$ cat src/hw/rtl/bezier_point_evaluator_macros.svh
// Assertion macros for the Bezier point evaluator.
// Used by bezier_point_evaluator.sv; expects clk and rst_n in scope.
`ifndef BEZIER_POINT_EVALUATOR_MACROS_SVH
`define BEZIER_POINT_EVALUATOR_MACROS_SVH
`ifndef SYNTHESIS
`define BPE_ASSERT(lbl, prop) \
  lbl: assert property (@(posedge clk) disable iff (!rst_n) prop) \
    else $error("bezier_point_evaluator: property failed");
`define BPE_NEVER(lbl, cond) \
  lbl: assert property (@(posedge clk) disable iff (!rst_n) !(cond)) \
    else $error("bezier_point_evaluator: forbidden condition seen");
`else
`define BPE_ASSERT(lbl, prop)
`define BPE_NEVER(lbl, cond)
`endif
`endif

$ cat src/hw/rtl/bpe_pkg.sv
// Shared types and codes for the Bezier point evaluator.
// No dependencies.
package bpe_pkg;

  localparam int MAX_POINTS_DEF = 32;

  localparam logic [16:0] T_ONE = 17'd65536;

  localparam logic [1:0] OP_CLEAR  = 2'd0;
  localparam logic [1:0] OP_APPEND = 2'd1;
  localparam logic [1:0] OP_EVAL   = 2'd2;

  localparam logic [1:0] ST_OK    = 2'd0;
  localparam logic [1:0] ST_EMPTY = 2'd1;
  localparam logic [1:0] ST_FULL  = 2'd2;

  // Q12.4 point, x in the low half as in the point stores
  typedef struct packed {
    logic signed [15:0] y;
    logic signed [15:0] x;
  } point_t;

  typedef enum logic [3:0] {
    S_IDLE  = 4'b0001,
    S_LEVEL = 4'b0010,
    S_FRD   = 4'b0100,
    S_FCAP  = 4'b1000
  } state_t;

endpackage

$ cat src/hw/rtl/bpe_ram.sv
// Generic single-write, single-read RAM with registered read data.
// No dependencies.
module bpe_ram #(
  parameter int WIDTH = 32,
  parameter int DEPTH = 32,
  localparam int AW = (DEPTH > 1) ? $clog2(DEPTH) : 1
) (
  input  logic             clk,
  input  logic             we,
  input  logic [AW-1:0]    waddr,
  input  logic [WIDTH-1:0] wdata,
  input  logic [AW-1:0]    raddr,
  output logic [WIDTH-1:0] rdata
);

  logic [WIDTH-1:0] mem [DEPTH];
  logic [WIDTH-1:0] rdata_r;

  always_ff @(posedge clk) begin
    if (we) begin
      mem[waddr] <= wdata;
    end
    rdata_r <= mem[raddr];
  end

  assign rdata = rdata_r;

endmodule

$ cat src/hw/rtl/bpe_lerp.sv
// Two-lane rounded linear interpolation unit, one registered multiply stage.
// Depends on bpe_pkg.
module bpe_lerp (
  input  logic            clk,
  input  logic            rst_n,
  input  logic            in_vld,
  input  bpe_pkg::point_t a,
  input  bpe_pkg::point_t b,
  input  logic [16:0]     t,
  output logic            out_vld,
  output bpe_pkg::point_t res
);

  // a + floor((t*(b-a) + 32768) / 65536) equals the rounded convex combination
  logic signed [16:0] dx, dy;
  logic signed [17:0] ts;
  logic signed [34:0] px_nxt, py_nxt;
  logic signed [34:0] px_r, py_r;
  bpe_pkg::point_t    a_r;
  logic               vld_r;
  logic signed [34:0] sx, sy;
  logic signed [18:0] rx, ry;

  assign dx = 17'({b.x[15], b.x}) - 17'({a.x[15], a.x});
  assign dy = 17'({b.y[15], b.y}) - 17'({a.y[15], a.y});
  assign ts = $signed({1'b0, t});
  assign px_nxt = 35'(dx * ts);
  assign py_nxt = 35'(dy * ts);

  always_ff @(posedge clk) begin
    if (!rst_n) begin
      vld_r <= 1'b0;
    end else begin
      vld_r <= in_vld;
    end
  end

  always_ff @(posedge clk) begin
    px_r <= px_nxt;
    py_r <= py_nxt;
    a_r  <= a;
  end

  assign sx = px_r + 35'sd32768;
  assign sy = py_r + 35'sd32768;
  assign rx = 19'({{3{a_r.x[15]}}, a_r.x}) + sx[34:16];
  assign ry = 19'({{3{a_r.y[15]}}, a_r.y}) + sy[34:16];

  assign out_vld = vld_r;
  assign res.x   = rx[15:0];
  assign res.y   = ry[15:0];

endmodule

$ cat src/hw/rtl/bezier_point_evaluator.sv
// Bezier point evaluator: de Casteljau reduction over a shared lerp unit.
// Clear and append: result registered in the cycle after the request. Evaluation
// runs one lerp step per cycle, reading the point store on the first level and
// the single-read-port work RAM after it, one level at a time.
// Not ready while an evaluation runs; the next request is taken with the result.
// Synchronous active-low reset empties the point store; RAM contents are not cleared.
`include "bezier_point_evaluator_macros.svh"
module bezier_point_evaluator #(
  parameter int MAX_POINTS = bpe_pkg::MAX_POINTS_DEF
) (
  input  logic        clk,
  input  logic        rst_n,
  input  logic        in_tvalid,
  output logic        in_tready,
  input  logic [55:0] in_tdata,   // point_x[15:0], point_y[31:16], param_t[48:32], zero pad
  input  logic [1:0]  in_tuser,   // operation[1:0]
  output logic        out_tvalid,
  input  logic        out_tready,
  output logic [39:0] out_tdata,  // curve_x[15:0], curve_y[31:16], point_count[37:32], pad
  output logic [1:0]  out_tuser   // status[1:0]
);

  localparam int AW = (MAX_POINTS > 1) ? $clog2(MAX_POINTS) : 1;
  localparam int CW = $clog2(MAX_POINTS + 1);
  localparam logic [CW-1:0] CNT_MAX = CW'(MAX_POINTS);

  bpe_pkg::state_t state_r, state_nxt;
  logic [CW-1:0]   count_r, count_nxt;
  logic [CW-1:0]   n_r, n_nxt;
  logic [CW-1:0]   idx_r, idx_nxt;
  logic [AW-1:0]   wr_idx_r, wr_idx_nxt;
  logic            src_work_r, src_work_nxt;
  logic [16:0]     t_r, t_nxt;
  logic            s1_vld_r, s1_vld_nxt;
  logic            s1_first_r, s1_first_nxt;
  bpe_pkg::point_t prev_r;

  logic            out_vld_r, out_vld_nxt;
  bpe_pkg::point_t out_pt_r, out_pt_nxt;
  logic [5:0]      out_cnt_r, out_cnt_nxt;
  logic [1:0]      out_st_r, out_st_nxt;

  logic            in_req;
  logic [1:0]      in_op;
  bpe_pkg::point_t in_pt;
  logic [16:0]     in_t;
  logic            issue;
  logic            st_we;
  bpe_pkg::point_t st_rdata, wk_rdata, cur;
  logic            lerp_vld;
  bpe_pkg::point_t lerp_res;

  assign in_op   = in_tuser;
  assign in_pt.x = in_tdata[15:0];
  assign in_pt.y = in_tdata[31:16];
  assign in_t    = in_tdata[48:32];

  assign in_tready = (state_r == bpe_pkg::S_IDLE) && (!out_vld_r || out_tready);
  assign in_req    = in_tvalid && in_tready;

  assign st_we = in_req && (in_op == bpe_pkg::OP_APPEND) && (count_r < CNT_MAX);
  assign issue = (state_r == bpe_pkg::S_LEVEL) && (idx_r < n_r);
  assign cur   = src_work_r ? wk_rdata : st_rdata;

  bpe_ram #(.WIDTH(32), .DEPTH(MAX_POINTS)) u_store (
    .clk   (clk),
    .we    (st_we),
    .waddr (count_r[AW-1:0]),
    .wdata (in_pt),
    .raddr (idx_r[AW-1:0]),
    .rdata (st_rdata)
  );

  bpe_ram #(.WIDTH(32), .DEPTH(MAX_POINTS)) u_work (
    .clk   (clk),
    .we    (lerp_vld),
    .waddr (wr_idx_r),
    .wdata (lerp_res),
    .raddr (idx_r[AW-1:0]),
    .rdata (wk_rdata)
  );

  bpe_lerp u_lerp (
    .clk     (clk),
    .rst_n   (rst_n),
    .in_vld  (s1_vld_r && !s1_first_r),
    .a       (prev_r),
    .b       (cur),
    .t       (t_r),
    .out_vld (lerp_vld),
    .res     (lerp_res)
  );

  always_comb begin
    state_nxt    = state_r;
    count_nxt    = count_r;
    n_nxt        = n_r;
    idx_nxt      = idx_r;
    wr_idx_nxt   = lerp_vld ? wr_idx_r + AW'(1) : wr_idx_r;
    src_work_nxt = src_work_r;
    t_nxt        = t_r;
    s1_vld_nxt   = issue;
    s1_first_nxt = (idx_r == '0);
    out_vld_nxt  = out_vld_r && !out_tready;
    out_pt_nxt   = out_pt_r;
    out_cnt_nxt  = out_cnt_r;
    out_st_nxt   = out_st_r;
    if (issue) begin
      idx_nxt = idx_r + CW'(1);
    end

    unique case (state_r)
      bpe_pkg::S_IDLE: begin
        if (in_req) begin
          out_vld_nxt = 1'b1;
          out_pt_nxt  = '0;
          out_st_nxt  = bpe_pkg::ST_OK;
          case (in_op)
            bpe_pkg::OP_CLEAR: begin
              count_nxt = '0;
            end
            bpe_pkg::OP_APPEND: begin
              if (count_r < CNT_MAX) begin
                count_nxt = count_r + CW'(1);
              end else begin
                out_st_nxt = bpe_pkg::ST_FULL;
              end
            end
            bpe_pkg::OP_EVAL: begin
              t_nxt = (in_t > bpe_pkg::T_ONE) ? bpe_pkg::T_ONE : in_t;
              if (count_r == '0) begin
                out_st_nxt = bpe_pkg::ST_EMPTY;
              end else begin
                // result goes out when the reduction finishes
                out_vld_nxt  = 1'b0;
                n_nxt        = count_r;
                idx_nxt      = '0;
                wr_idx_nxt   = '0;
                src_work_nxt = 1'b0;
                state_nxt    = (count_r == CW'(1)) ? bpe_pkg::S_FRD : bpe_pkg::S_LEVEL;
              end
            end
            default: begin
            end
          endcase
          out_cnt_nxt = 6'(count_nxt);
        end
      end
      bpe_pkg::S_LEVEL: begin
        // level done once all reads issued and the pipe has drained
        if (!issue && !s1_vld_r && !lerp_vld) begin
          n_nxt        = n_r - CW'(1);
          idx_nxt      = '0;
          wr_idx_nxt   = '0;
          src_work_nxt = 1'b1;
          if (n_r == CW'(2)) begin
            state_nxt = bpe_pkg::S_FRD;
          end
        end
      end
      bpe_pkg::S_FRD: begin
        state_nxt = bpe_pkg::S_FCAP;
      end
      bpe_pkg::S_FCAP: begin
        out_vld_nxt = 1'b1;
        out_pt_nxt  = cur;
        out_st_nxt  = bpe_pkg::ST_OK;
        out_cnt_nxt = 6'(count_r);
        state_nxt   = bpe_pkg::S_IDLE;
      end
      default: begin
        state_nxt = bpe_pkg::S_IDLE;
      end
    endcase
  end

  always_ff @(posedge clk) begin
    if (!rst_n) begin
      state_r   <= bpe_pkg::S_IDLE;
      count_r   <= '0;
      s1_vld_r  <= 1'b0;
      out_vld_r <= 1'b0;
    end else begin
      state_r   <= state_nxt;
      count_r   <= count_nxt;
      s1_vld_r  <= s1_vld_nxt;
      out_vld_r <= out_vld_nxt;
    end
  end

  always_ff @(posedge clk) begin
    n_r        <= n_nxt;
    idx_r      <= idx_nxt;
    wr_idx_r   <= wr_idx_nxt;
    src_work_r <= src_work_nxt;
    t_r        <= t_nxt;
    s1_first_r <= s1_first_nxt;
    out_pt_r   <= out_pt_nxt;
    out_cnt_r  <= out_cnt_nxt;
    out_st_r   <= out_st_nxt;
    if (s1_vld_r) begin
      prev_r <= cur;
    end
  end

  assign out_tvalid = out_vld_r;
  assign out_tdata  = {2'b00, out_cnt_r, out_pt_r.y, out_pt_r.x};
  assign out_tuser  = out_st_r;

  `BPE_ASSERT(a_idle_pipe_empty, in_tready |-> (!s1_vld_r && !lerp_vld))
  `BPE_NEVER(a_count_bound, count_r > CNT_MAX)
  `BPE_ASSERT(a_eval_busy, (in_req && in_op == bpe_pkg::OP_EVAL && count_r != '0) |=> !in_tready)
  `BPE_NEVER(a_wr_range, lerp_vld && (CW'(wr_idx_r) + CW'(1) >= n_r))

endmodule

$ cat config.mk
export PLATFORM = sky130hd
export DESIGN_NAME = bezier_point_evaluator
export DESIGN_NICKNAME = d
export VERILOG_FILES = /design/src/hw/rtl/bpe_pkg.sv /design/src/hw/rtl/bpe_ram.sv /design/src/hw/rtl/bpe_lerp.sv /design/src/hw/rtl/bezier_point_evaluator.sv
export VERILOG_INCLUDE_DIRS = /design/src /design/src/hw/rtl
export SDC_FILE = /design/constraint.sdc
export NUM_CORES = 2
export LEC_CHECK = 0
export BUFFER_PORTS_ARGS = -buffer_cell sky130_fd_sc_hd__buf_2
export CORE_ASPECT_RATIO = 1.2
export CORE_MARGIN = 2
export CORE_UTILIZATION = 45
export CTS_BUF_LIST = sky130_fd_sc_hd__clkbuf_8
export CTS_CLUSTER_DIAMETER = 150
export DETAILED_ROUTE_END_ITERATION = 8
export GPL_TIMING_DRIVEN = 0
export PLACE_DENSITY = 0.6
export RECOVER_POWER = 50
export SLEW_MARGIN = 20
export SYNTH_ARGS = -nofsm -noshare
export SYNTH_HDL_FRONTEND = slang
export SYNTH_SLANG_ARGS = --single-unit
$ cat constraint.sdc
create_clock -name clk -period 7.7 [get_ports clk]
set_input_delay 1.155 -clock clk [delete_from_list [all_inputs] [get_ports clk]]
set_output_delay 1.155 -clock clk [all_outputs]
set_load 0.01 [all_outputs]
==> flow_summary.ini <==
[run_status]
status = finished with violations
violations = capacitance limit, slew limit, setup timing

[logic_synthesis]
syn_area_mm2 = 0.107
synthCells = 6060
synthArstFlopShare_pct = 0
avgSynthCellArea_um2 = 17.6
synth_edf_count = 2144
yosys.cell_types.count = 75
synth_ff_type = edfxtp_1
ys_ff_latch = 2299
ys.warnings.count = 0
seq_area_frac_synth_pct = 63.2

[worst_hold_path]
min_path_type = register to register
holdCritStartpoint = prev_r[18]
hold_depth = 0
hold_end = u_lerp.a_r[18]

[die]
fp.dieW_um = 449
fp.dieH_um = 538
die_area_mm2 = 0.241
initial_core_util_pct = 45.3
core_region_area_mm2 = 0.236
std_cell_rows = 195
io_pins = 106

[setup_path]
r2r_slack_ns = -0.98
setup.worst_path.end_class = register
cpPeakStageDelay_ns = 0.59
path_max_fanout = 8
crit_type = register to register
r2r_cells = 39
slowest_stage = fa_2
cp_data_required_time_ns = 8.52
crit_path_start_kind = register
rr_startpoint = src_work_r
worstReg2RegEnd = u_lerp.py_r[24]
crit_arrival_ns = 9.50
cp_common_cell = buf_6

[routing]
viasPerCell = 5.59
wl_per_cell_um = 28.6
route.detailed.drc = 0
first_pass_iters = 5
drt-total-wl_mm = 293
drtAntennaViolNets = 0
via_count = 57212
drt-initial-drc-count = 5008

[sta]
relSlewSlack_pct = -18.0
period_minus_slack_ns = 8.68
finalClockSkew_ns = 0.0889
worst_pin_slew_ns = 1.77
finalSetupViolations = 33
rsz0062_at_grt = true
fin_ws_ns = -0.984
drv_slew = 26
fmax_ghz = 0.115
fin_crit_sh_pct = 113
hold_viol_final = 0

[grt]
antenna_found_initial = 23
grt_pass1_wl_mm = 420
overflow = 0
grt_max_degree = 41
grt_pass1_vias = 60433
track_usage_pct = 24.3

[job]
drv_cap = 1

[clock_tree]
insertion_delay_ns = 0.99
root_buffer = clkbuf_8
cts.sinks = 2299
numCtsBuffers = 363
cts_max_level = 5
clk_pin_slew_ns = 0.06
clockBufferDepth = 4
cts_tree = built

[placement]
gp_congestion = 0.905
port_buffers = 96
dp_hpwl_mm = 214
place_area_mm2 = 0.115

[layout]
multi_input_area_mm2 = 0.0381
finalNetCount = 7602
regArea_mm2 = 0.0675
drive_gt1_share_pct = 26.7
final_cell_area_mm2 = 0.124
area_growth_pct = 16.2
n_fill_cell = 19057
cell families after synthesis:
logic type      after synthesis  share of synthesized area, %
flops                      2299                          63.2
xor+xnor                    133                          1.10
buf+inv                     911                          3.21
other cells                   1                       0.00351
compound gates              227                          1.44
simple gates               1004                          4.63
fa+ha+maj                   748                          11.9
mux                         737                          14.5
registers in the layout, indices dropped and copies added, names as in the netlist, 2 cells and up:
signal,count
u_store.mem,1024
u_work.mem,1024
out_tdata,32
prev_r,32
u_lerp.a_r,32
u_store.rdata,32
u_work.rdata,32
t_r,17
u_lerp.px_r,17
u_lerp.py_r,17
count_r,6
idx_r,6
n_r,6
out_cnt_r,6
wr_idx_r,5
state_r,4
out_tuser,2
worst max-delay path, delay by kind of cell (launching register included):
| family | cells | cell delay [ns] |
|---|---|---|
| AOI/OAI and AO/OA | 10 | 1.65 |
| xor gates and xnor gates | 2 | 0.43 |
| adders and majority gates | 9 | 3.88 |
| buffers and inverters | 12 | 1.39 |
| DFF | 1 | 0.45 |
| muxes | 1 | 0.19 |
| and+or+nand+nor | 5 | 0.56 |
layout make-up:
type                       instances  share of cell area [%]
sequential                      2299                    54.3
antenna                           14                  0.0282
timing repair buffer             366                    3.52
buffer                           260                    1.02
inverter                         651                    1.98
tap                             3152                    3.18
multi-input combinational       2851                    30.7
clock inverter                   266                    1.08
clock buffer                     378                    4.19
cell usage after synthesis, drive strengths merged (4+ instances only):
library cell / instances / area, um2
a211oi: 10 / 75.1
clkbuf: 213 / 800
nor2b: 103 / 644
mux2i: 5 / 50.1
nor4: 8 / 50.1
or2: 12 / 75.1
xor2: 35 / 307
xnor2: 98 / 873
a211o: 4 / 35.0
o31a: 4 / 35.0
and2: 206 / 1290
a31oi: 5 / 37.5
nand3b: 9 / 67.6
nand3: 47 / 240
a31o: 4 / 35.0
nand2b: 25 / 156
o31ai: 4 / 30.0
a22oi: 5 / 37.5
dfxtp: 155 / 3100
ha: 298 / 3730
edfxtp: 2144 / 64400
fa: 450 / 9010
nand2: 358 / 1340
o21ai: 36 / 180
nor2: 153 / 574
inv: 651 / 2440
o21a: 14 / 105
a21oi: 66 / 338
a21o: 32 / 240
or3: 14 / 87.6
nor3: 34 / 170
mux4: 640 / 14400
nand4: 13 / 81.3
o21bai: 9 / 67.6
a21boi: 6 / 45.0
and3: 13 / 81.3
mux2: 92 / 1040
buf: 47 / 190
layout by cell type, fill, tap and decap left out, drive strengths merged, types with 14 or more instances in the layout:
master  netlist  final
a21o         32     32
a21oi        66     66
and2        206    206
buf          47    377
clkbuf      213    627
clkinv        0     98
dfxtp       155    155
diode         0     14
edfxtp     2144   2144
fa          450    450
ha          298    298
inv         651    804
mux2         92     92
mux4        640    640
nand2       358    358
nand2b       25     25
nand3        47     47
nor2        153    153
nor2b       103    103
nor3         34     34
o21a         14     14
o21ai        36     36
or3          14     14
xnor2        98     98
xor2         35     35
worst max-delay path by stage:
| stage | start | end | slack, ns | cells past startpoint |
|---|---|---|---|---|
| final | src_work_r | u_lerp.py_r[24] | -0.98 | 39 |
| after CTS | src_work_r | u_lerp.py_r[31] | -0.94 | 36 |
| after detailed placement | src_work_r | u_lerp.px_r[31] | -2.57 | 31 |
| after global placement | src_work_r | u_lerp.px_r[31] | -2.52 | 31 |
| after global routing | src_work_r | u_lerp.py_r[24] | -1.27 | 38 |
| after floorplan | src_work_r | u_lerp.py_r[31] | -0.30 | 33 |
metal layers:
layer / global-route usage, % / part of all wire [%] / up-vias
met4: 8.40 / 3.7 / 14
met3: 3.79 / 5.9 / 502
met5: 0 / 0.028 / -
li1: - / - / 24114
met1: 30.1 / 38 / 30628
met2: 43.3 / 52 / 1954
timing repair:
action / CTS / global route
gates cloned: 1 / 0
resized for setup: 188 / 107
buffers inserted: 64 / 32
setup endpoints to repair: 34 / 34
hold buffers: 0 / 0
pin swaps: 68 / 85
per-stage QoR:
step           hold WS (ns)  TNS, ns  cells  worst slack (ns)  utilization [%]
6_report              0.358   -19.97  10237            -0.984             52.7
5_1_grt               0.359   -28.77  10226             -1.27             52.7
4_1_cts               0.345   -18.72  10192            -0.937             52.4
3_5_place_dp          0.356   -62.65   9483             -2.57             48.9
3_3_place_gp          0.356   -60.64   9309             -2.52             47.3
2_1_floorplan         0.348    -1.11   6061            -0.301                -
Power is not shown: default switching activity piles up to over one toggle a cycle in this logic, so the estimate is an artifact.
